<file path="src/rtl/core/gntt_pkg.sv">
`timescale 1ns / 1ps

package gntt_pkg;

    localparam int COORD_W    = 16;
    localparam int MOM_W      = 24;
    localparam int POS_W      = 12;
    localparam int FWHM_W     = 20;
    localparam int ECC_W      = 16;
    localparam int CNT_W      = 8;
    localparam int GATE_W     = 16;
    localparam int DIM_W      = 12;
    localparam int CFG_IDX_W  = 3;
    localparam int CFG_DATA_W = 16;
    localparam int K_W        = 18;

    // 2.355 in Q16
    localparam logic [K_W-1:0]    FWHM_K   = K_W'(154337);
    localparam logic [FWHM_W-1:0] FWHM_MAX = '1;
    localparam logic [ECC_W-1:0]  ECC_MAX  = '1;

    typedef enum logic [1:0] {
        CMD_CAND  = 2'd0,
        CMD_EMPTY = 2'd1,
        CMD_RESET = 2'd2,
        CMD_NONE  = 2'd3
    } t_cmd;

    typedef enum logic [CFG_IDX_W-1:0] {
        REG_SUCC_START = 3'd0,
        REG_FAIL_DROP  = 3'd1,
        REG_GATE       = 3'd2,
        REG_FRAME_W    = 3'd3,
        REG_FRAME_H    = 3'd4
    } t_reg_idx;

    typedef struct packed {
        t_cmd                      command;
        logic                      star_mode;
        logic [COORD_W-1:0]        cand_x;
        logic [COORD_W-1:0]        cand_y;
        logic [MOM_W-1:0]          var_x;
        logic [MOM_W-1:0]          var_y;
        logic signed [MOM_W-1:0]   cov_xy;
        logic                      last_candidate;
    } t_in;

    typedef struct packed {
        logic                 found;
        logic [POS_W-1:0]     pos_x;
        logic [POS_W-1:0]     pos_y;
        logic [FWHM_W-1:0]    fwhm;
        logic [ECC_W-1:0]     eccentricity;
        logic                 tracking;
    } t_out;

    typedef struct packed {
        logic [CNT_W-1:0]  succ_start;
        logic [CNT_W-1:0]  fail_drop;
        logic [GATE_W-1:0] gate_radius;
        logic [DIM_W-1:0]  frame_width;
        logic [DIM_W-1:0]  frame_height;
    } t_cfg;

    // frame-end job handed from the front to the shape unit
    typedef struct packed {
        logic                found;
        logic                tracking;
        logic [POS_W-1:0]    pos_x;
        logic [POS_W-1:0]    pos_y;
        logic [MOM_W-1:0]    var_a;
        logic [MOM_W-1:0]    var_b;
        logic [MOM_W-1:0]    cov;
    } t_job;

endpackage

</file>
<file path="src/rtl/core/gntt_queue.sv">
`timescale 1ns / 1ps

module gntt_queue import gntt_pkg::*; (
    input  logic i_clk,
    input  logic i_rst_n,
    input  logic i_push,
    output logic o_ready,
    input  t_job i_data,
    output logic o_valid,
    input  logic i_pop,
    output t_job o_data
);

    t_job       r_mem [2];
    logic       r_wr, r_rd;
    logic [1:0] r_count;
    logic       do_push, do_pop;

    assign o_ready = (r_count != 2'd2);
    assign o_valid = (r_count != 2'd0);
    assign o_data  = r_mem[r_rd];
    assign do_push = i_push && o_ready;
    assign do_pop  = i_pop && o_valid;

    // advance pointers and fill count
    always_ff @(posedge i_clk) begin
        if (!i_rst_n) begin
            r_wr    <= 1'b0;
            r_rd    <= 1'b0;
            r_count <= '0;
        end else begin
            if (do_push) begin
                r_wr <= ~r_wr;
            end
            if (do_pop) begin
                r_rd <= ~r_rd;
            end
            r_count <= r_count + 2'(do_push) - 2'(do_pop);
        end
    end

    // hold the queued jobs
    always_ff @(posedge i_clk) begin
        if (do_push) begin
            r_mem[r_wr] <= i_data;
        end
    end

endmodule

</file>
<file path="config.mk">
export PLATFORM = sky130hd
export DESIGN_NAME = gntt_queue
export DESIGN_NICKNAME = d
export VERILOG_FILES = /design/src/rtl/core/gntt_pkg.sv /design/src/rtl/core/gntt_queue.sv
export SDC_FILE = /design/constraint.sdc
export NUM_CORES = 1
export LEC_CHECK = 0
export ABC_AREA = 1
export BUFFER_PORTS_ARGS = -buffer_cell sky130_fd_sc_hd__buf_2
export CORE_MARGIN = 2
export CORE_UTILIZATION = 40
export DETAILED_ROUTE_END_ITERATION = 10
export GPL_ROUTABILITY_DRIVEN = 0
export HOLD_SLACK_MARGIN = 0.03
export PLACE_DENSITY_LB_ADDON = 0.08
export SYNTH_ARGS = -nofsm -noshare
export SYNTH_HDL_FRONTEND = slang
export SYNTH_SLANG_ARGS = --single-unit
export TNS_END_PERCENT = 30
</file>
<file path="constraint.sdc">
create_clock -name i_clk -period 7.6 [get_ports i_clk]
set_input_delay 2.28 -clock i_clk [delete_from_list [all_inputs] [get_ports i_clk]]
set_output_delay 2.28 -clock i_clk [all_outputs]
set_load 0.005 [all_outputs]
</file>
### Word-level counts from Yosys, hierarchy flattened

Memory sizes are Yosys's and may differ from the RTL's. A register that Yosys moved wholly into a read port is not among the register bits.
Index checks and enable logic that the tools add are counted.

* memories: 1
* bits in latches: 0
* RAM bits: 196
* bits in registers: 4
* ROM bits: 0

* divide/modulo/power cells: 0
* add/subtract/negate cells: 2
* reductions and logical operators: 3
* eq/ne operators: 1
* muxes and demuxes: 4
* shifts and indexed selects: 0
* $mul: 0
* bitwise operators: 2
* order comparisons: 0

Memory list
* r_mem: words 2, width 98, rd ports 1, clocked after memory_dff 1, write ports 1, RTL line gntt_queue.sv:14 `t_job r_mem [2];`

Operator list (number)
* 1-bit 2-to-1 mux: 4
* 2-bit by 1-bit adder with 2-bit output: 1
* 1-bit logical AND: 2
* 2-bit inequality test (second input constant): 1
* 1-bit inverter: 2
* 2-bit nonzero test: 1
* 2-bit by 1-bit subtractor with 2-bit output: 1

### Logic depth before layout (Yosys ltp)

* depth in word-level cells: 4
* gate-level depth with buffers: 11
* depth with buffers taken out: 11

### Worst setup path after synthesis

No wires, ideal clock.

* kind: input to register
* start: input port i_push
* end: memory r_mem[0][0] in the netlist's numbering (enable)
* setup time: 0.555 ns
* data arrival time: 6.429 ns
* data required time: 7.045 ns
* slack: 0.616 ns
* stages on the path: 2
* buffers on the path: 0
* cell sequence: nand2_1 nor2_1

* longest elaborated chain between the ends: 3

RTL lines
* from (decl): RTL line gntt_queue.sv:6 `input logic i_push,`
* 1-bit logical AND: RTL line gntt_queue.sv:22 `assign do_push = i_push && o_ready;`
* 1-bit 2-to-1 mux: RTL line gntt_queue.sv:44 `if (do_push) begin`
* 1-bit 2-to-1 mux (implied by the code): RTL line gntt_queue.sv:45 `r_mem[r_wr] <= i_data;`
* to (decl): RTL line gntt_queue.sv:14

Every way passes these cells.

==> results.sh <==
export IMPL_worstRegToRegCells=5
export IMPL_hold_violations=0
export IMPL_post_route_util_pct=51.52
export IMPL_cts_resized=0
export IMPL_fin_crit_ns=4.941
export IMPL_grt_max_degree=57
export IMPL_ff2ff_setup_slack_ns=5.25
export IMPL_status="finished clean"
export IMPL_post_dp_cell_area_um2=8641
export IMPL_cp_start_kind="register"
export IMPL_cts_buffer_depth=3
export IMPL_fillCellCount=1556
export IMPL_slew_headroom_pct=43.11
export IMPL_die_height_um=139.9
export IMPL_fmax_mhz=202.4
export IMPL_crit_path_max_fanout=50
export IMPL_cts_clk_slew_worst_paths_ns=0.06
export IMPL_syn_area_per_cell_um2=21.66
export IMPL_initial_core_util_pct=40.97
export IMPL_synthArstFlopShare_pct=0
export IMPL_root_buffer="clkbuf_16"
export IMPL_synth_nets=445
export IMPL_cts_tree="built"
export IMPL_yosys_top_cells_count="edfxtp_1 (196), mux2_2 (78), mux2_4 (20)"
export IMPL_whs_ns=0.5197
export IMPL_post_route_period_util_pct=65.02
export IMPL_finalSetupViolations=0
export IMPL_r2r_end="r_mem[0][25]"
export IMPL_vias=3780
export IMPL_reg2reg_from="r_count[0]"
export IMPL_ys_seq_elements=201
export IMPL_whs_path_depth=2
export IMPL_vdd_ir_drop_worst_mv=0.1828
export IMPL_drive_above_1_share_pct=58.22
export IMPL_path_cells="buf_4, mux2_2, buf_2"
export IMPL_htreeDepth=1
export IMPL_cts_hold_buffers_added=0
export IMPL_power_uw=3022
export IMPL_syn_inst=341
export IMPL_synth_edf_count=196
export IMPL_track_usage_pct=13.81
export IMPL_cp_required_ns=5.32
export IMPL_synth_most_common_cell="edfxtp_1"
export IMPL_power_density_nw_per_um2=325.4
export IMPL_first_iter_violations=107
export IMPL_clock_sinks=201
export IMPL_routed_via_density=4.696
export IMPL_synth_top_area_share_pct=79.70
export IMPL_end_kind="output pin"
export IMPL_antenna_found_initial=3
export IMPL_io_pins=202
export IMPL_worst_pin_slew_ns=0.8514
export IMPL_layout_nets=662
export IMPL_finalInstanceArea_um2=9286
export IMPL_cap_viol_max_count=0
export IMPL_rows=49
export IMPL_synth_area_leaders="edfxtp_1 (80%), mux2_2 (12%), mux2_4 (4.1%)"
export IMPL_crit_path_max_incr_delay_ns=0.85
export IMPL_clk_latency_ns=0.48
export IMPL_yosysTopAreaCell="edfxtp_1"
export IMPL_grt_setup_unrepaired="no"
export IMPL_worstSetupPathType="register to output pin"
export IMPL_syn_area_um2=7385
export IMPL_drc=0
export IMPL_core_region_area_um2=18020
export IMPL_portBuffers=201
export IMPL_crit_arrival_ns=2.66
export IMPL_synth_distinct_cells=12
export IMPL_critPathSlowestCell="dfxtp_4"
export IMPL_syn_to_final_growth_pct=25.75
export IMPL_dp_hpwl_um=9114
export IMPL_maxSlewViolCount=0
export IMPL_ant_nets=0
export IMPL_skew_ns=0.01388
export IMPL_hp_start="r_rd"
export IMPL_first_pass_iters=4
export IMPL_grt_first_pass_wirelength_um=21210
export IMPL_p_leak_uw=0.003520
export IMPL_die_w_um=139.9
export IMPL_cts_made_buffers=21
export IMPL_ys_flop_type="edfxtp_1"
export IMPL_grt_pass1_vias=4030
export IMPL_setup_tns_ns=0
export IMPL_worst_hold_path_type="register to register"
export IMPL_totalWireLength_um=14120
export IMPL_yosys_warnings=0
export IMPL_cts_setup_buffers=0
export IMPL_yosysSeqAreaShare_pct=81.06
export IMPL_die_area_um2=19560
export IMPL_wl_per_cell_um=17.54
export IMPL_gr_total_overflow=0
==> layout make-up <==
class	instances	area (µm²)	share of cell area (%)
antenna	4	10.01	0.1078
clock buffer	33	590.6	6.359
clock inverter	4	45.04	0.4850
multi-input combinational	122	1300	14.00
sequential	201	5989	64.50
inverter	7	28.78	0.3099
timing repair buffer	205	1036	11.16
tap	229	286.5	3.085
==> registers in the layout, indices dropped and copies added, names as in the netlist, named ones only <==
signal / count
r_mem: 196
r_rd: 1
r_wr: 1
r_count: 2
==> critical path, delay by kind of cell, from the launching register on <==
| family | cells | cell delay [ns] |
|---|---|---|
| DFF | 1 | 0.85 |
| buffers and inverters | 2 | 0.81 |
| muxes | 1 | 0.42 |
==> metal layers <==
| metal | up-vias | track usage [%] | wire length [µm] |
|---|---|---|---|
| met5 | - | 0 | 0 |
| met1 | 1836 | 16.47 | 5693 |
| met2 | 141 | 23.18 | 6873 |
| met3 | 29 | 4.886 | 1176 |
| met4 | 0 | 5.105 | 376 |
| li1 | 1774 | - | - |
==> through the flow <==
stage | setup WS (ns) | instances
after floorplan | 0.6157 | 341
after global placement | 3.107 | 764
after detailed placement | 3.095 | 764
after CTS | 2.571 | 801
after global routing | 2.503 | 802
final | 2.659 | 805
==> worst max path at each step <==
stage	start	endpoint	slack (ns)	cells past startpoint
6_report	register	o_data[15]	2.66	3
3_3_place_gp	register	o_data[8]	3.11	3
3_5_place_dp	register	o_data[8]	3.10	3
4_1_cts	register	o_data[8]	2.57	3
5_1_grt	register	o_data[8]	2.50	3
2_1_floorplan	i_push	r_mem[0][0]	0.62	2
==> placed cells by master (no fill, tap or decap) <==
| master | count |
|---|---|
| a21oi_1 | 2 |
| buf_2 | 201 |
| buf_4 | 4 |
| bufinv_16 | 1 |
| clkbuf_1 | 10 |
| clkbuf_16 | 21 |
| clkbuf_8 | 2 |
| clkinv_2 | 3 |
| dfxtp_1 | 4 |
| dfxtp_4 | 1 |
| diode_2 | 4 |
| edfxtp_1 | 196 |
| ha_1 | 2 |
| inv_1 | 6 |
| inv_4 | 1 |
| mux2_2 | 78 |
| mux2_4 | 20 |
| nand2_1 | 9 |
| nand3_1 | 3 |
| nor2_1 | 7 |
| nor2_4 | 1 |
==> cells by family (layout without fill, tap and decap cells) <==
| family | after synthesis | count (layout) | share of synthesized area (%) |
|---|---|---|---|
| and+or+nand+nor | 20 | 20 | 1.067 |
| muxes | 98 | 98 | 15.96 |
| buffers and inverters | 18 | 249 | 1.440 |
| adders and majority gates | 2 | 2 | 0.3388 |
| other | 0 | 4 | 0 |
| AOI/OAI and AO/OA | 2 | 2 | 0.1356 |
| DFF | 201 | 201 | 81.06 |
==> power breakdown <==
part | total, µW | internal [µW] | switching, µW
Sequential | 1480 | 1400 | 73.1
Combinational | 595 | 314 | 281
Clock | 949 | 566 | 384
Power figures use the tool's default switching activity.
