File: src/rtl/core/gntt_pkg.sv
`timescale 1ns / 1ps

package gntt_pkg;

    localparam int COORD_W    = 16;
    localparam int MOM_W      = 24;
    localparam int POS_W      = 12;
    localparam int FWHM_W     = 20;
    localparam int ECC_W      = 16;
    localparam int CNT_W      = 8;
    localparam int GATE_W     = 16;
    localparam int DIM_W      = 12;
    localparam int CFG_IDX_W  = 3;
    localparam int CFG_DATA_W = 16;
    localparam int K_W        = 18;

    // 2.355 in Q16
    localparam logic [K_W-1:0]    FWHM_K   = K_W'(154337);
    localparam logic [FWHM_W-1:0] FWHM_MAX = '1;
    localparam logic [ECC_W-1:0]  ECC_MAX  = '1;

    typedef enum logic [1:0] {
        CMD_CAND  = 2'd0,
        CMD_EMPTY = 2'd1,
        CMD_RESET = 2'd2,
        CMD_NONE  = 2'd3
    } t_cmd;

    typedef enum logic [CFG_IDX_W-1:0] {
        REG_SUCC_START = 3'd0,
        REG_FAIL_DROP  = 3'd1,
        REG_GATE       = 3'd2,
        REG_FRAME_W    = 3'd3,
        REG_FRAME_H    = 3'd4
    } t_reg_idx;

    typedef struct packed {
        t_cmd                      command;
        logic                      star_mode;
        logic [COORD_W-1:0]        cand_x;
        logic [COORD_W-1:0]        cand_y;
        logic [MOM_W-1:0]          var_x;
        logic [MOM_W-1:0]          var_y;
        logic signed [MOM_W-1:0]   cov_xy;
        logic                      last_candidate;
    } t_in;

    typedef struct packed {
        logic                 found;
        logic [POS_W-1:0]     pos_x;
        logic [POS_W-1:0]     pos_y;
        logic [FWHM_W-1:0]    fwhm;
        logic [ECC_W-1:0]     eccentricity;
        logic                 tracking;
    } t_out;

    typedef struct packed {
        logic [CNT_W-1:0]  succ_start;
        logic [CNT_W-1:0]  fail_drop;
        logic [GATE_W-1:0] gate_radius;
        logic [DIM_W-1:0]  frame_width;
        logic [DIM_W-1:0]  frame_height;
    } t_cfg;

    // frame-end job handed from the front to the shape unit
    typedef struct packed {
        logic                found;
        logic                tracking;
        logic [POS_W-1:0]    pos_x;
        logic [POS_W-1:0]    pos_y;
        logic [MOM_W-1:0]    var_a;
        logic [MOM_W-1:0]    var_b;
        logic [MOM_W-1:0]    cov;
    } t_job;

endpackage

File: src/rtl/core/gntt_front.sv
`timescale 1ns / 1ps

module gntt_front import gntt_pkg::*; (
    input  logic i_clk,
    input  logic i_rst_n,
    input  t_cfg i_cfg,
    input  logic i_valid,
    output logic o_ready,
    input  t_in  i_item,
    output logic o_job_valid,
    input  logic i_job_ready,
    output t_job o_job
);

    localparam int DIST_W = 2 * COORD_W + 1;

    typedef enum logic [1:0] {F_IDLE, F_DIST, F_PICK, F_PUSH} t_fstate;

    function automatic logic [CNT_W-1:0] sat_inc(input logic [CNT_W-1:0] v);
        return (v == '1) ? v : v + 1'b1;
    endfunction

    t_fstate              r_state;
    t_in                  r_item;
    logic                 r_track;
    logic [CNT_W-1:0]     r_succ;
    logic [CNT_W-1:0]     r_fail;
    logic [COORD_W-1:0]   r_pred_x, r_pred_y;
    logic                 r_best_valid;
    logic [DIST_W-1:0]    r_best_dist;
    logic [DIST_W-1:0]    r_dist;
    logic [COORD_W-1:0]   r_best_x, r_best_y;
    logic [MOM_W-1:0]     r_best_a, r_best_b, r_best_c;
    t_job                 r_job;

    logic [COORD_W-1:0]   c_x, c_y, dx, dy;
    logic [2*COORD_W-1:0] sq_x, sq_y;
    logic                 take;
    logic [COORD_W-1:0]   sel_x, sel_y, gdx, gdy;
    logic [MOM_W-1:0]     sel_a, sel_b, sel_c;
    logic [CNT_W-1:0]     succ_inc, fail_inc;
    logic                 gate_fail;
    t_job                 pick_job, empty_job;

    assign o_ready     = (r_state == F_IDLE);
    assign o_job_valid = (r_state == F_PUSH);
    assign o_job       = r_job;

    // squared distance to the search center
    always_comb begin
        c_x  = r_track ? r_pred_x : COORD_W'({i_cfg.frame_width, 3'b000});
        c_y  = r_track ? r_pred_y : COORD_W'({i_cfg.frame_height, 3'b000});
        dx   = (r_item.cand_x >= c_x) ? r_item.cand_x - c_x : c_x - r_item.cand_x;
        dy   = (r_item.cand_y >= c_y) ? r_item.cand_y - c_y : c_y - r_item.cand_y;
        sq_x = dx * dx;
        sq_y = dy * dy;
    end

    // keep or replace the best candidate, then judge the frame
    always_comb begin
        if (!r_best_valid) begin
            take = 1'b1;
        end else if (!r_track && r_item.star_mode) begin
            take = 1'b0;
        end else begin
            take = r_dist < r_best_dist;
        end
        sel_x = take ? r_item.cand_x : r_best_x;
        sel_y = take ? r_item.cand_y : r_best_y;
        sel_a = take ? r_item.var_x : r_best_a;
        sel_b = take ? r_item.var_y : r_best_b;
        sel_c = take ? r_item.cov_xy : r_best_c;
        gdx   = (sel_x >= r_pred_x) ? sel_x - r_pred_x : r_pred_x - sel_x;
        gdy   = (sel_y >= r_pred_y) ? sel_y - r_pred_y : r_pred_y - sel_y;
        gate_fail = (gdx > i_cfg.gate_radius) || (gdy > i_cfg.gate_radius);
        succ_inc  = sat_inc(r_succ);
        fail_inc  = sat_inc(r_fail);
    end

    // frame results for a closing candidate and for an empty frame
    always_comb begin
        empty_job          = '0;
        empty_job.tracking = r_track && !(fail_inc >= i_cfg.fail_drop);
        pick_job           = '0;
        pick_job.var_a     = sel_a;
        pick_job.var_b     = sel_b;
        pick_job.cov       = sel_c;
        priority if (!r_track) begin
            pick_job.found    = 1'b1;
            pick_job.pos_x    = sel_x[COORD_W-1 -: POS_W];
            pick_job.pos_y    = sel_y[COORD_W-1 -: POS_W];
            pick_job.tracking = succ_inc >= i_cfg.succ_start;
        end else if (gate_fail) begin
            pick_job.tracking = !(fail_inc >= i_cfg.fail_drop);
        end else begin
            pick_job.found    = 1'b1;
            pick_job.pos_x    = sel_x[COORD_W-1 -: POS_W];
            pick_job.pos_y    = sel_y[COORD_W-1 -: POS_W];
            pick_job.tracking = 1'b1;
        end
    end

    always_ff @(posedge i_clk) begin
        if (!i_rst_n) begin
            r_state      <= F_IDLE;
            r_track      <= 1'b0;
            r_succ       <= '0;
            r_fail       <= '0;
            r_pred_x     <= '0;
            r_pred_y     <= '0;
            r_best_valid <= 1'b0;
        end else begin
            unique case (r_state)
                F_IDLE: begin
                    if (i_valid) begin
                        r_item <= i_item;
                        unique case (i_item.command)
                            CMD_RESET: begin
                                r_track      <= 1'b0;
                                r_succ       <= '0;
                                r_fail       <= '0;
                                r_pred_x     <= '0;
                                r_pred_y     <= '0;
                                r_best_valid <= 1'b0;
                            end
                            CMD_EMPTY: begin
                                r_best_valid <= 1'b0;
                                r_succ       <= '0;
                                r_fail       <= fail_inc;
                                if (fail_inc >= i_cfg.fail_drop) begin
                                    r_track <= 1'b0;
                                end
                                r_job   <= empty_job;
                                r_state <= F_PUSH;
                            end
                            CMD_CAND: begin
                                r_state <= F_DIST;
                            end
                            CMD_NONE: begin
                                r_state <= F_IDLE;
                            end
                        endcase
                    end
                end
                F_DIST: begin
                    r_dist  <= DIST_W'(sq_x) + DIST_W'(sq_y);
                    r_state <= F_PICK;
                end
                F_PICK: begin
                    if (r_item.last_candidate) begin
                        r_best_valid <= 1'b0;
                        r_job        <= pick_job;
                        priority if (!r_track) begin
                            r_succ <= succ_inc;
                            r_fail <= '0;
                            if (succ_inc >= i_cfg.succ_start) begin
                                r_track  <= 1'b1;
                                r_pred_x <= sel_x;
                                r_pred_y <= sel_y;
                            end
                        end else if (gate_fail) begin
                            r_fail <= fail_inc;
                            if (fail_inc >= i_cfg.fail_drop) begin
                                r_track <= 1'b0;
                            end
                        end else begin
                            r_succ   <= succ_inc;
                            r_fail   <= '0;
                            r_pred_x <= sel_x;
                            r_pred_y <= sel_y;
                        end
                        r_state <= F_PUSH;
                    end else begin
                        if (take) begin
                            r_best_valid <= 1'b1;
                            r_best_dist  <= r_dist;
                            r_best_x     <= sel_x;
                            r_best_y     <= sel_y;
                            r_best_a     <= sel_a;
                            r_best_b     <= sel_b;
                            r_best_c     <= sel_c;
                        end
                        r_state <= F_IDLE;
                    end
                end
                F_PUSH: begin
                    if (i_job_ready) begin
                        r_state <= F_IDLE;
                    end
                end
                default: r_state <= F_IDLE;
            endcase
        end
    end

endmodule

File: config.mk
export PLATFORM = sky130hd
export DESIGN_NAME = gntt_front
export DESIGN_NICKNAME = d
export VERILOG_FILES = /design/src/rtl/core/gntt_pkg.sv /design/src/rtl/core/gntt_front.sv
export SDC_FILE = /design/constraint.sdc
export NUM_CORES = 2
export LEC_CHECK = 0
export BUFFER_PORTS_ARGS = -buffer_cell sky130_fd_sc_hd__buf_2
export CORE_UTILIZATION = 45
export CTS_BUF_LIST = sky130_fd_sc_hd__clkbuf_4
export CTS_CLUSTER_DIAMETER = 30
export DETAILED_ROUTE_END_ITERATION = 7
export SYNTH_ARGS = -nofsm -noshare
export SYNTH_HDL_FRONTEND = slang
export SYNTH_SLANG_ARGS = --single-unit
export TNS_END_PERCENT = 1
File: constraint.sdc
create_clock -name i_clk -period 17.15 [get_ports i_clk]
set_input_delay 4.2875 -clock i_clk [delete_from_list [all_inputs] [get_ports i_clk]]
set_output_delay 4.2875 -clock i_clk [all_outputs]
set_load 0.005 [all_outputs]
# Yosys cells after proc, flatten, opt, wreduce, memory -nomap -nowiden
# Index checks and enable logic that the tools add are counted.
[word_totals]
ff_bits = 426
out_inout_bits = 100
elab_cells = 156
[classes]
add_sub_neg = 11
mul = 2
n_lt_le_gt_ge = 9
n_eq_ne = 20
mux = 66
bitwise_logic = 1
n_reduce_logical = 19
[op_table]
columns = ["cell", "n"]
rows = [
  ["98-bit 2-to-1 mux", 3],
  ["16-bit 2-to-1 mux", 18],
  ["98-bit case mux with 2 select lines", 1],
  ["16-bit subtractor", 8],
  ["24-bit 2-to-1 mux", 4],
  ["8-bit 2-to-1 mux", 11],
  ["16-bit >= comparator", 4],
  ["16-bit by 16-bit multiplier with 32-bit output", 2],
  ["16-bit case mux with 2 select lines", 2],
  ["8-bit case mux with 2 select lines", 3],
  ["32-bit by 32-bit adder with 33-bit output", 1],
  ["33-bit < comparator", 1],
  ["16-bit > comparator", 2],
  ["26-bit 2-to-1 mux", 1],
  ["8-bit by 1-bit adder with 8-bit output (second input constant)", 2],
  ["8-bit equality test (second input constant)", 2],
  ["8-bit >= comparator", 2],
  ["1-bit 2-to-1 mux", 15],
  ["5-bit AND reduction", 3],
  ["3-bit inequality test (second input constant)", 4],
  ["4-bit AND reduction", 3],
  ["2-bit equality test (second input constant)", 4],
  ["2-bit case mux with 4 select lines", 1],
  ["2-bit 2-to-1 mux", 3],
  ["other kinds (17)", 28],
]

# Depth between registers and ports, before layout
[depth]
depth_word = 13
ltp_mapped = 47
mapped_depth_nobuf = 42

# Least setup slack after synthesis
# OpenSTA, ideal clock, no wires.
[synth_timing]
path_type = "input to register"
startpoint = "input i_rst_n"
endpoint = "register r_best_a[0] (enable)"
setup_time_ns = 0.969
arrival_time_ns = 17.608
t_required_ns = 16.181
slack_ns = -1.427
path_stages = 3
path_cell_list = "inv_1 > clkbuf_1 > nor4_1"
[synth_via]
elab_chain_len = 1
[synth_lines]
columns = ["item", "line_no", "source"]
rows = [
  ["start: declaration", "gntt_front.sv:5", "input logic i_rst_n,"],
  ["4-bit AND reduction (no source line)", "--", ""],
  ["end signal: assignment", "gntt_front.sv:179", "r_best_a <= sel_a;"],
  ["end: declaration", "gntt_front.sv:33", "logic [MOM_W-1:0] r_best_a, r_best_b, r_best_c;"],
]
# No other way between the ends.
# A chain may end at the register's enable or synchronous reset.

# Worst setup path in the final report
[layout_timing]
startpoint = "input i_cfg[16] (netlist name)"
endpoint = "register r_dist[32], data pin"
[layout_via]
elab_chain_len = 5
word_cells_on_any_way = 7
cone_classes = "3 x add/sub; 1 x mul; 1 x order compare; 2 x mux"
[layout_lines]
columns = ["item", "line_no", "source"]
rows = [
  ["start: declaration", "gntt_front.sv:6", "input t_cfg i_cfg,"],
  ["16-bit 2-to-1 mux (*)", "gntt_front.sv:51", "c_x = r_track ? r_pred_x : COORD_W'({i_cfg.frame_width, 3'b000});"],
  ["16-bit subtractor / 16-bit >= comparator (equally long branches)", "gntt_front.sv:53", "dx = (r_item.cand_x >= c_x) ? r_item.cand_x - c_x : c_x - r_item.cand_x;"],
  ["16-bit 2-to-1 mux (*)", "gntt_front.sv:53", ""],
  ["16-bit by 16-bit multiplier with 32-bit output (*)", "gntt_front.sv:55", "sq_x = dx * dx;"],
  ["32-bit by 32-bit adder with 33-bit output (*)", "gntt_front.sv:146", "r_dist <= DIST_W'(sq_x) + DIST_W'(sq_y);"],
  ["end signal: assignment", "gntt_front.sv:146", ""],
  ["end: declaration", "gntt_front.sv:31", "logic [DIST_W-1:0] r_dist;"],
]
# Mark *: on every way between the ends. The rest lies on a longest branch, timed or not.

==> summary.txt <==
I/O Pins - 268
Post-synth ARST share - 0%
Core area - 0.0840 mm2
Critical Path Stages - 35
IO Port Bufs - 267
Final worst path period share - 82.6%
Worst EP required - 17810 ps
Top-area cell type share of the netlist area - 29.3%
Post-CTS setup buffer count - 0
CTS buffer count - 112
Worst R2R Path Depth - 39
Synth cell count leaders - inv_1 (714), ha_1 (405), fa_1 (393)
Worst-Skew Late Latency - 950 ps
Initial Util - 45.7%
Slew @ Worst Pin - 1030 ps
CP top delay family - adder cells
First-pass GRT wire length - 151 mm
Hold Crit Class - reg -> reg
Final setup margin - 2980 ps
Endpoints failing setup - 0
Critical setup path kind - in -> reg
Global route total overflow - 0
CP Launch Type - input port
Hold-fix buffers, CTS - 0
Hold EP - r_best_dist[26]$_DFFE_PP_
Worst-path maximum fanout - 24
HPWL Detailed - 75.0 mm
Hold Startpoint - r_dist[26]$_DFFE_PP_
Largest net degree at the start of global routing - 106
Relative slew slack - 30.6%
Worst path slowest cell - xnor2_2
Yosys top cell by area - edfxtp_1
Seq cells post-synth - 426
Initial antenna violation count - 7
Placed insts - 4895
Area growth syn-to-layout - 10.4%
DP Worst Slack - 2080 ps
Clock Path Buffers - 3
Initial drt markers - 1370
CTS root buffer - clkbuf_4
Antenna Violating Nets Remaining - 0
Die height - 294 um
Kind of end point of the critical path - flip-flop
Finished Layout Cells - 5096
Routed wire length - 94.6 mm
Die area - 0.0864 mm2
Slew Viols, Final - 0
Vias per cell - 5.09
Mapped Nets - 4535
Routed vias - 26000
H-tree levels - 3
Max-capacitance violation count - 0
Layout cell share with drive strength beyond 1 - 16.2%
# rows - 106
Gr usage total - 22.5%
Clk sink count - 426
CTS tree - built
Die X - 294 um
DR DRC count - 0
Top FF cell, synth - edfxtp_1
RSZ-0062 raised after global routing - false
Fin. Hold Viols - 0
Setup slack, reg-to-reg - 5050 ps
CP peak stage delay - 600 ps
Post-synth EDFFs - 374
Drt pass-1 iters - 5
Top-count cell post-synth - inv_1
Routed wire length per instance - 18.6 um
Resize count post-CTS - 0
Buffering stage count on the worst path with inverters included - 6
Post-synthesis sequential area ratio - 32.0%
Critical path arrival - 14830 ps
Mapped Area - 0.0384 mm2
Status - finished clean
Clk slew on worst S/H paths - 60 ps
Worst Hold Path Cells - 0
Worst R2R Start - r_track$_SDFFE_PN0P_
Crit path from - i_cfg[16]
Synth area leaders - edfxtp_1 (29%), fa_1 (21%), ha_1 (13%)
Fmax - 70.6 MHz
Ys Warns - 0
Nets - 4841
Placer Congestion - 0.902
Avg Inst Size Synth - 10.7 um2
Setup TNS - 0 ps
Min Tclk post-route - 14170 ps
Worst clock skew - 71.1 ps
Top cell by count, worst path - fa_1
Reg2reg end - r_dist[32]$_DFFE_PP_
Hold_ws - 428 ps
Post-synth cell types - 100
Number of global-route vias before repair - 27600
Synth Instances - 3569
-- registers in the layout (all words and copies together), names as in the netlist, 24 cells and up --
name and count:
r_item 106, o_job 98, r_best_dist 33, r_dist 33
r_best_a 24, r_best_b 24, r_best_c 24
-- cells by family (layout without fill, tap and decap cells) --
logic type                 Yosys count  count (layout)  synth area share (%)
xor gates and xnor gates           109             109                  2.67
adders and majority gates          799             799                  33.7
DFF                                426             426                  32.0
muxes                              161             161                  4.48
and+or+nand+nor                    727             727                  9.17
other                                0               5                     0
buffers and inverters              831            1219                  8.45
AOI/OAI and AO/OA                  516             516                  9.49
-- routing by layer --
metal	track usage [%]	wire, um	vias up
met1	29.9	42800	12700
met2	37.2	44200	657
met4	7.14	2470	8
li1	-	-	12500
met3	4.12	5100	131
met5	0	57	-
-- layout by cell type (no fill, tap or decap), types with 13 or more instances in the layout --
cell / netlist / layout
inv_1: 714 / 714
ha_1: 405 / 405
fa_1: 393 / 393
edfxtp_1: 374 / 374
buf_2: 31 / 267
nor2_1: 265 / 265
clkbuf_4: 0 / 165
nand2_1: 141 / 141
a21oi_1: 137 / 137
a21o_1: 87 / 87
and2_1: 83 / 83
o21ai_0: 80 / 80
mux2i_1: 76 / 76
mux2_2: 73 / 73
xnor2_1: 70 / 70
nand3_1: 52 / 52
dfxtp_1: 52 / 51
nand2b_1: 45 / 45
buf_4: 6 / 35
xor2_1: 31 / 29
nor3_1: 29 / 29
o21a_1: 25 / 25
nand4_1: 23 / 23
o2bb2ai_2: 22 / 22
nor2b_1: 21 / 20
a31oi_1: 19 / 19
clkinv_1: 1 / 17
o21bai_1: 14 / 14
a211oi_1: 15 / 14
or2_2: 13 / 13
-- metrics by stage --
stage,area [um2],util [%]
after floorplan,38400,-
after global placement,40900,48.8
after detailed placement,40900,48.8
after CTS,42400,50.5
after global routing,42400,50.5
final,42400,50.5
-- area by class of cell --
cell class,count,area (um2)
Fill cell,7777,41600
Multi-Input combinational cell,2312,22900
Sequential cell,426,12300
Inverter,720,2710
Timing Repair Buffer,303,1620
Tap cell,1134,1420
Clock buffer,165,1240
Clock inverter,31,179
Antenna cell,5,12.5
-- worst register-to-register path: cells and delay by family (launching register included) --
kind | cells | cell delay, ps
AO/OA/AOI/OAI | 13 | 3820
XOR/XNOR | 2 | 360
adder cells (fa/ha/maj) | 11 | 4790
buffers and inverters | 8 | 1310
flip-flops | 1 | 440
multiplexers | 1 | 460
AND/OR/NAND/NOR | 4 | 680
-- how the worst max path moves through the flow --
stage | to | slack (ps)
CTS | r_dist[32]$_DFFE_PP_ | 3130
floorplan | r_dist[32]$_DFFE_PP_ | 3500
detailed placement | r_dist[32]$_DFFE_PP_ | 2080
global placement | r_dist[32]$_DFFE_PP_ | 2150
global route | r_dist[32]$_DFFE_PP_ | 2370
finish | r_dist[32]$_DFFE_PP_ | 2980
Power is left out: the tool's default activity adds up to more than one toggle a clock period on the data nets, which glitch-free logic cannot reach.
