### config.mk
export PLATFORM = sky130hd
export DESIGN_NAME = gntt_shape
export DESIGN_NICKNAME = d
export VERILOG_FILES = /design/src/rtl/core/gntt_pkg.sv /design/src/rtl/core/gntt_shape.sv
export SDC_FILE = /design/constraint.sdc
export NUM_CORES = 2
export LEC_CHECK = 0
export ABC_AREA = 1
export BUFFER_PORTS_ARGS = -buffer_cell sky130_fd_sc_hd__buf_2
export CORE_UTILIZATION = 50
export DETAILED_ROUTE_END_ITERATION = 12
export GPL_ROUTABILITY_DRIVEN = 0
export GPL_TIMING_DRIVEN = 1
export HOLD_SLACK_MARGIN = 0.06
export PLACE_DENSITY = 0.75
export SYNTH_ARGS = -nofsm -noshare
export SYNTH_HDL_FRONTEND = slang
export SYNTH_SLANG_ARGS = --single-unit
### constraint.sdc
create_clock -name i_clk -period 21.5 [get_ports i_clk]
set_input_delay 0 -clock i_clk [delete_from_list [all_inputs] [get_ports i_clk]]
set_output_delay 0 -clock i_clk [all_outputs]
set_load 0.01 [all_outputs]
### src/rtl/core/gntt_pkg.sv
`timescale 1ns / 1ps

package gntt_pkg;

    localparam int COORD_W    = 16;
    localparam int MOM_W      = 24;
    localparam int POS_W      = 12;
    localparam int FWHM_W     = 20;
    localparam int ECC_W      = 16;
    localparam int CNT_W      = 8;
    localparam int GATE_W     = 16;
    localparam int DIM_W      = 12;
    localparam int CFG_IDX_W  = 3;
    localparam int CFG_DATA_W = 16;
    localparam int K_W        = 18;

    // 2.355 in Q16
    localparam logic [K_W-1:0]    FWHM_K   = K_W'(154337);
    localparam logic [FWHM_W-1:0] FWHM_MAX = '1;
    localparam logic [ECC_W-1:0]  ECC_MAX  = '1;

    typedef enum logic [1:0] {
        CMD_CAND  = 2'd0,
        CMD_EMPTY = 2'd1,
        CMD_RESET = 2'd2,
        CMD_NONE  = 2'd3
    } t_cmd;

    typedef enum logic [CFG_IDX_W-1:0] {
        REG_SUCC_START = 3'd0,
        REG_FAIL_DROP  = 3'd1,
        REG_GATE       = 3'd2,
        REG_FRAME_W    = 3'd3,
        REG_FRAME_H    = 3'd4
    } t_reg_idx;

    typedef struct packed {
        t_cmd                      command;
        logic                      star_mode;
        logic [COORD_W-1:0]        cand_x;
        logic [COORD_W-1:0]        cand_y;
        logic [MOM_W-1:0]          var_x;
        logic [MOM_W-1:0]          var_y;
        logic signed [MOM_W-1:0]   cov_xy;
        logic                      last_candidate;
    } t_in;

    typedef struct packed {
        logic                 found;
        logic [POS_W-1:0]     pos_x;
        logic [POS_W-1:0]     pos_y;
        logic [FWHM_W-1:0]    fwhm;
        logic [ECC_W-1:0]     eccentricity;
        logic                 tracking;
    } t_out;

    typedef struct packed {
        logic [CNT_W-1:0]  succ_start;
        logic [CNT_W-1:0]  fail_drop;
        logic [GATE_W-1:0] gate_radius;
        logic [DIM_W-1:0]  frame_width;
        logic [DIM_W-1:0]  frame_height;
    } t_cfg;

    // frame-end job handed from the front to the shape unit
    typedef struct packed {
        logic                found;
        logic                tracking;
        logic [POS_W-1:0]    pos_x;
        logic [POS_W-1:0]    pos_y;
        logic [MOM_W-1:0]    var_a;
        logic [MOM_W-1:0]    var_b;
        logic [MOM_W-1:0]    cov;
    } t_job;

endpackage

### src/rtl/core/gntt_shape.sv
`timescale 1ns / 1ps

module gntt_shape import gntt_pkg::*; (
    input  logic i_clk,
    input  logic i_rst_n,
    input  logic i_job_valid,
    output logic o_job_pop,
    input  t_job i_job,
    output logic o_valid,
    input  logic i_ready,
    output t_out o_result
);

    localparam int L_W    = MOM_W + 2;
    localparam int Q_W    = 33;
    localparam int DIV_N  = 33;
    localparam int SQ_A   = 2 * MOM_W;
    localparam int SQ_B   = L_W + 23 + ((L_W + 23) % 2);
    localparam int SQ_AB  = (SQ_A > SQ_B) ? SQ_A : SQ_B;
    localparam int SQ_W   = (SQ_AB > Q_W + 1) ? SQ_AB : Q_W + 1;
    localparam int RT_W   = SQ_W / 2;
    localparam int RM_W   = RT_W + 3;
    localparam int FP_W   = RT_W + K_W;
    localparam int CMAX   = (RT_W > DIV_N) ? RT_W : DIV_N;
    localparam int CN_W   = $clog2(CMAX + 1);

    typedef enum logic [3:0] {
        B_IDLE, B_MDD, B_MCC, B_S1, B_L, B_S2, B_FM, B_DIV, B_S3, B_OUT
    } t_bstate;

    t_bstate              r_state;
    logic [CN_W-1:0]      r_cnt;
    logic                 r_found, r_track;
    logic [POS_W-1:0]     r_px, r_py;
    logic [MOM_W-1:0]     r_a, r_b, r_c;
    logic [2*MOM_W-1:0]   r_dd;
    logic [L_W-1:0]       r_l1, r_l2;
    logic [FP_W-1:0]      r_fprod;
    logic [L_W:0]         r_rem;
    logic [Q_W-1:0]       r_q;
    logic [ECC_W-1:0]     r_ecc;
    logic [SQ_W-1:0]      r_sq_val;
    logic [RM_W-1:0]      r_sq_rem;
    logic [RT_W-1:0]      r_sq_root;
    logic                 r_out_valid;
    t_out                 r_out;

    logic [RM_W-1:0]      sq_shift, sq_trial, n_sq_rem;
    logic                 sq_ge;
    logic [RT_W-1:0]      n_sq_root;
    logic                 sq_last;
    logic [MOM_W-1:0]     d_ab, c_abs;
    logic [L_W-1:0]       ab, s2, l1, l2;
    logic [L_W:0]         dv_t;
    logic                 dv_ge;
    logic [Q_W-1:0]       n_q;
    logic [FP_W:0]        f_round;
    logic [FP_W-24:0]     f_sh;
    logic [FWHM_W-1:0]    fwhm;
    logic [ECC_W-1:0]     ecc_sat;
    logic                 out_load;

    assign o_job_pop = (r_state == B_IDLE) && i_job_valid;
    assign o_valid   = r_out_valid;
    assign o_result  = r_out;
    assign out_load  = (r_state == B_OUT) && (!r_out_valid || i_ready);

    // one step of the shared square-root unit, two radicand bits a cycle
    always_comb begin
        sq_shift  = {r_sq_rem[RM_W-3:0], r_sq_val[SQ_W-1 -: 2]};
        sq_trial  = {1'b0, r_sq_root, 2'b01};
        sq_ge     = sq_shift >= sq_trial;
        n_sq_rem  = sq_ge ? sq_shift - sq_trial : sq_shift;
        n_sq_root = {r_sq_root[RT_W-2:0], sq_ge};
        sq_last   = (r_cnt == CN_W'(RT_W - 1));
    end

    // moments and eigenvalue sums
    always_comb begin
        d_ab  = (r_a >= r_b) ? r_a - r_b : r_b - r_a;
        c_abs = i_job.cov[MOM_W-1] ? ~i_job.cov + 1'b1 : i_job.cov;
        ab    = L_W'(r_a) + L_W'(r_b);
        s2    = L_W'({r_sq_root[MOM_W-1:0], 1'b0});
        l1    = ab + s2;
        l2    = (ab > s2) ? ab - s2 : '0;
    end

    // restoring divide step, first step compares without a shift
    always_comb begin
        dv_t  = (r_cnt == '0) ? r_rem : {r_rem[L_W-1:0], 1'b0};
        dv_ge = dv_t >= {1'b0, r_l1};
        n_q   = ((r_cnt == '0) ? r_q : {r_q[Q_W-2:0], 1'b0}) | Q_W'(dv_ge);
    end

    // round and saturate results
    always_comb begin
        f_round = {1'b0, r_fprod} + (FP_W + 1)'(1 << 23);
        f_sh    = f_round[FP_W:24];
        fwhm    = (f_sh > (FP_W - 23)'(FWHM_MAX)) ? FWHM_MAX : f_sh[FWHM_W-1:0];
        ecc_sat = (r_sq_root > RT_W'(ECC_MAX)) ? ECC_MAX : r_sq_root[ECC_W-1:0];
    end

    always_ff @(posedge i_clk) begin
        if (!i_rst_n) begin
            r_state     <= B_IDLE;
            r_cnt       <= '0;
            r_out_valid <= 1'b0;
        end else begin
            // load a finished result or drop the one taken downstream
            if (out_load) begin
                r_out_valid <= 1'b1;
            end else if (i_ready) begin
                r_out_valid <= 1'b0;
            end
            unique case (r_state)
                B_IDLE: begin
                    if (i_job_valid) begin
                        r_found <= i_job.found;
                        r_track <= i_job.tracking;
                        r_px    <= i_job.pos_x;
                        r_py    <= i_job.pos_y;
                        r_a     <= i_job.var_a;
                        r_b     <= i_job.var_b;
                        r_c     <= c_abs;
                        r_ecc   <= '0;
                        r_state <= i_job.found ? B_MDD : B_OUT;
                    end
                end
                B_MDD: begin
                    r_dd    <= d_ab * d_ab;
                    r_state <= B_MCC;
                end
                B_MCC: begin
                    r_sq_val  <= SQ_W'((r_dd >> 2) + (r_c * r_c));
                    r_sq_rem  <= '0;
                    r_sq_root <= '0;
                    r_cnt     <= '0;
                    r_state   <= B_S1;
                end
                B_S1, B_S2, B_S3: begin
                    r_sq_val  <= {r_sq_val[SQ_W-3:0], 2'b00};
                    r_sq_rem  <= n_sq_rem;
                    r_sq_root <= n_sq_root;
                    if (sq_last) begin
                        r_cnt <= '0;
                        priority case (r_state)
                            B_S1:    r_state <= B_L;
                            B_S2:    r_state <= B_FM;
                            default: r_state <= B_OUT;
                        endcase
                        if (r_state == B_S3) begin
                            r_ecc <= (n_sq_root > RT_W'(ECC_MAX)) ? ECC_MAX
                                                                  : n_sq_root[ECC_W-1:0];
                        end
                    end else begin
                        r_cnt <= r_cnt + 1'b1;
                    end
                end
                B_L: begin
                    r_l1      <= l1;
                    r_l2      <= l2;
                    r_sq_val  <= SQ_W'({l1, 23'b0});
                    r_sq_rem  <= '0;
                    r_sq_root <= '0;
                    r_cnt     <= '0;
                    r_state   <= B_S2;
                end
                B_FM: begin
                    r_fprod <= r_sq_root * FWHM_K;
                    r_rem   <= {1'b0, r_l1 - r_l2};
                    r_q     <= '0;
                    r_cnt   <= '0;
                    r_state <= (r_l1 == '0) ? B_OUT : B_DIV;
                end
                B_DIV: begin
                    r_rem <= dv_ge ? dv_t - {1'b0, r_l1} : dv_t;
                    r_q   <= n_q;
                    if (r_cnt == CN_W'(DIV_N - 1)) begin
                        r_sq_val  <= SQ_W'(n_q);
                        r_sq_rem  <= '0;
                        r_sq_root <= '0;
                        r_cnt     <= '0;
                        r_state   <= B_S3;
                    end else begin
                        r_cnt <= r_cnt + 1'b1;
                    end
                end
                B_OUT: begin
                    if (out_load) begin
                        r_out.found        <= r_found;
                        r_out.pos_x        <= r_found ? r_px : '0;
                        r_out.pos_y        <= r_found ? r_py : '0;
                        r_out.fwhm         <= r_found ? fwhm : '0;
                        r_out.eccentricity <= r_found ? r_ecc : '0;
                        r_out.tracking     <= r_track;
                        r_state            <= B_IDLE;
                    end
                end
                default: r_state <= B_IDLE;
            endcase
        end
    end

endmodule

; Word-level counts from Yosys, hierarchy flattened
; Index checks and enable logic that the tools add are counted.
[word_totals]
regBits = 491
inputBits = 102
output_inout_bits = 64
word_cells = 125
[op_classes]
add_sub_neg = 12
n_mul = 3
magnitude_cmp = 6
eq_ne = 16
n_mux = 33
bitwise_logic = 2
reduce_logical = 26
[op_table]
columns = cell, n
row1 = $pmux W50 S4, 1
row2 = $mul A24 B24 Y48, 2
row3 = $pmux W26 S3, 1
row4 = $pmux W25 S3, 1
row5 = $pmux W33 S2, 1
row6 = $mux W16, 4
row7 = $mux W27, 2
row8 = $pmux W27 S2, 1
row9 = $mux W26, 2
row10 = $sub A26 B26 Y26, 2
row11 = $mux W50, 1
row12 = $add A46 B48 Y49, 1
row13 = $sub A24 B24 Y24, 2
row14 = $add A43 B24 Y44 const B, 1
row15 = $mul A25 B18 Y43 const B, 1
row16 = $mux W33, 1
row17 = $or A33 B1 Y33, 1
row18 = $pmux W16 S2, 1
row19 = $pmux W4 S8, 1
row20 = $ge A28 B27 Y1, 1
row21 = $ge A27 B26 Y1, 1
row22 = $sub A27 B26 Y27, 1
row23 = $add A25 B25 Y26, 1
row24 = $logic_not A26 Y1, 1
row25 = other kinds (39), 66

; Depth between registers and ports, before layout
[logic_depth]
depth_word = 6
ltp_mapped = 45
ltp_nobuf = 42

; Least setup slack after synthesis
; OpenSTA, ideal clock, no wires.
[synth_path]
kind = flip-flop to flip-flop
start = register r_state[3]
end = register r_a[0], enable pin
setup_ps = 675
t_arrival_ps = 7355
required_ps = 20825
slack_ps = 13471
path_stages_with_launch = 6
n_path_buf = 0
synth_period_minus_slack_ps = 8029
path_cell_list = dfxtp_1 > nor2_1 > inv_1 > nor2_1 > inv_1 > nor3_1
[synth_via]
elab_chain_len = 2
[synth_lines]
columns = item, line_no
row1 = "start, declared", gntt_shape.sv:31  ; t_bstate r_state;
row2 = "start signal, assigned", gntt_shape.sv:126  ; r_state <= i_job.found ? B_MDD : B_OUT;
row3 = "start signal, assigned", gntt_shape.sv:173  ; r_state <= (r_l1 == '0) ? B_OUT : B_DIV;
row4 = $logic_not A4 Y1, gntt_shape.sv:115  ; unique case (r_state)
row5 = $reduce_and A3 Y1 (no source line), -
row6 = "end signal, assigned", gntt_shape.sv:122  ; r_a <= i_job.var_a;
row7 = "end, declared", gntt_shape.sv:35  ; logic [MOM_W-1:0] r_a, r_b, r_c;
; No other way between the ends.
; A chain may end at the register's enable or synchronous reset.

; Final worst setup path
[layout_path]
start = register r_a[0]
end = register r_dd[41] (data pin)
[layout_via]
elab_chain_len = 3
word_cells_on_any_way = 5
classes_between = 2 x add/sub / 1 x mul / 1 x order compare / 1 x mux
[layout_lines]
columns = item, line_no
row1 = $sub A24 B24 Y24 or $ge A24 B24 Y1 (tied branches), gntt_shape.sv:80  ; d_ab = (r_a >= r_b) ? r_a - r_b : r_b - r_a;
row2 = $mux W24 (*), gntt_shape.sv:80
row3 = $mul A24 B24 Y48 (*), gntt_shape.sv:130  ; r_dd <= d_ab * d_ab;
row4 = "end signal, assigned", gntt_shape.sv:130
row5 = "end, declared", gntt_shape.sv:36  ; logic [2*MOM_W-1:0] r_dd;
; Every way passes the cells marked *; elsewhere a longest branch is shown, timed or not.

==> impl_metrics.json <==
{
  "dr_wl_met2_um": 94700,
  "wl_met3_um": 20200,
  "yosysWarnings": 0,
  "synth_top_area_share_pct": 28.6,
  "post-place-cells": 10900,
  "hpwl_um": 166000,
  "crit_arrival_ps": 10700,
  "num_io_pins": 166,
  "async_reset_ff_share_pct": 0,
  "yosysUniqueCellTypes": 66,
  "slowest_stage": "nand2_1",
  "cts_root_buf": "clkbuf_16",
  "io_buffers": 165,
  "fin_cells": 11200,
  "postRouteAntennaNets": 0,
  "grt_max_degree": 64,
  "grt_pass1_vias": 62300,
  "finalMaxSlewViolations": 0,
  "rsz0062_at_grt": "false",
  "crit_type": "flop to flop",
  "skew_ps": 43.0,
  "first_pass_iters": 10,
  "yosys.area.top_type": "fa_1",
  "htree_levels": 2,
  "status": "complete, no violations",
  "syn_inst": 8938,
  "drtIter0Drc": 6354,
  "overflow": 0,
  "fp.dieH_um": 386,
  "fin_crit_sh_pct": 48.0,
  "postLayoutCellArea_um2": 79900,
  "synth_flop_cell": "edfxtp_1",
  "clock_sinks": 466,
  "cts_tree": "done",
  "finalSetupViolCount": 0,
  "syn-num-nets": 10800,
  "synth.area.top_cells": "fa_1, edfxtp_1, ha_1",
  "regArea_um2": 13900,
  "max-cap-violations": 0,
  "ys_ff_latch": 466,
  "timing.final.crit_period_ps": 10320,
  "tightest_slew_ps": 1270,
  "cpPeakStageDelay_ps": 850,
  "fillers": 12900,
  "vias_per_cell": 5.47,
  "drive_above_1_share_pct": 4.62,
  "setup_tns_ps": 0,
  "synth_most_common_cell": "inv_1",
  "relSlewSlack_pct": 15.1,
  "die_x_um": 386,
  "multi_input_area_um2": 50000,
  "numCtsBuffers": 51,
  "worstPathMaxFanout": 23,
  "worstPathRequired_ps": 21880,
  "grt_pass1_wl_um": 327000,
  "initial_core_util_pct": 50.5,
  "clk_pin_slew_ps": 70,
  "drc": 0,
  "wl_met1_um": 80500,
  "fin_nets": 11100,
  "area_growth_pct": 8.43,
  "crit_top_cell": "inv_1",
  "gr-usage-all-layers_pct": 27.8,
  "critPathCaptureType": "flop",
  "routed.top_layer": "met5",
  "num_vias": 61000,
  "rows": 140,
  "fmax_mhz": 96.9,
  "wl_per_cell_um": 18.3,
  "syn_avg_cell_area_um2": 8.24,
  "synth_area_um2": 73600,
  "clock_latency_ps": 670,
  "routed_wl_um": 205000,
  "cts_resized": 0,
  "coreArea_um2": 146000,
  "synth-seq-area-share_pct": 18.9,
  "critical_path.startpoint_type": "flop",
  "hold_class": "input port to flop",
  "hold_viol": 0,
  "place_area_um2": 76400,
  "clockBufferDepth": 3,
  "synth_common_cells": "inv_1, nand2_1, fa_1, nor2_1, ha_1",
  "dieArea_um2": 149000,
  "synth_edf_count": 455,
  "antenna_found_initial": 4
}
==> per-stage QoR <==
step | utilization [%] | hold slack (ps) | setup slack, ps
2_1_floorplan | - | 98.9 | 13470
3_3_place_gp | 52.4 | 177 | 11620
3_5_place_dp | 52.4 | 178 | 11470
4_1_cts | 54.7 | 62.7 | 11380
5_1_grt | 54.7 | 94.1 | 10650
6_report | 54.7 | 93.0 | 11180
==> worst max-delay path, delay by kind of cell, from the launching register on <==
| kind | cells | cell delay, ps |
|---|---|---|
| XOR/XNOR | 1 | 60 |
| AND/OR/NAND/NOR | 14 | 3440 |
| buffers and inverters | 10 | 1190 |
| adder cells (fa/ha/maj) | 9 | 4770 |
| flip-flops | 1 | 400 |
| AO/OA/AOI/OAI | 1 | 150 |
==> what timing repair did <==
action / CTS / global route
setup buffers: 0 / 0
hold buffers: 174 / 0
endpoints found under the hold margin: 135 / 0
==> state kept, by name, summed over array words and instances (netlist names), 25 cells and up <==
register   cells
o_result      62
r_dd          46
r_l2          26
r_l1          26
r_rem         27
r_sq_val      50
r_sq_root     25
r_sq_rem      26
r_q           33
==> cells by family after synthesis <==
| kind of cell | synth area share, % |
|---|---|
| AND/OR/NAND/NOR | 16.0 |
| buffers and inverters | 13.3 |
| adder cells (fa/ha/maj) | 41.2 |
| AO/OA/AOI/OAI | 7.93 |
| flip-flops | 18.9 |
| XOR/XNOR | 2.73 |
==> per-layer routing <==
| metal | global-route usage (%) | vias up |
|---|---|---|
| met5 | 0 | - |
| met4 | 11.1 | 6 |
| met3 | 5.02 | 604 |
| met2 | 45.2 | 3120 |
| met1 | 36.7 | 29400 |
| li1 | - | 27800 |
==> layout make-up <==
cell class	count	share of cell area, %
inverter	2366	11.1
timing repair buffer	391	3.70
multi-input combinational	5916	62.6
antenna	1	0.00313
tap	1917	3.00
clock inverter	36	0.522
clock buffer	59	1.64
sequential	466	17.4
==> path summary, 6_finish.rpt <==
check | startpoint | endpoint | slack [ps] | depth (start not counted)
setup / recovery | r_a[0]$_DFFE_PP_ | r_dd[41]$_DFFE_PP_ | 11180 | 35
hold / removal | i_job[56] | r_a[8]$_DFFE_PP_ | 90 | 2
setup reg to reg | r_a[0]$_DFFE_PP_ | r_dd[41]$_DFFE_PP_ | 11180 | 35
hold reg to reg | r_track$_DFFE_PP_ | o_result[0]$_DFFE_PP_ | 420 | 0
==> cell usage in the layout, fill, tap and decap left out, types with 23 or more instances in the layout <==
master         count
inv_1           2326
nand2_1         1573
fa_1            1052
nor2_1           781
ha_1             742
edfxtp_1         455
a21oi_1          437
o21ai_0          322
nand3_1          229
dlygate4sd3_1    174
buf_2            165
xor2_1           163
nor3_1            76
nand4_1           66
xnor2_1           65
o21bai_1          54
buf_4             52
clkbuf_16         51
a31oi_1           45
a21o_1            38
inv_2             36
or2_2             28
nor4_1            25
o211ai_1          23
Power is left out: the tool's default activity adds up to more than one toggle a clock period on the data nets, which glitch-free logic cannot reach.
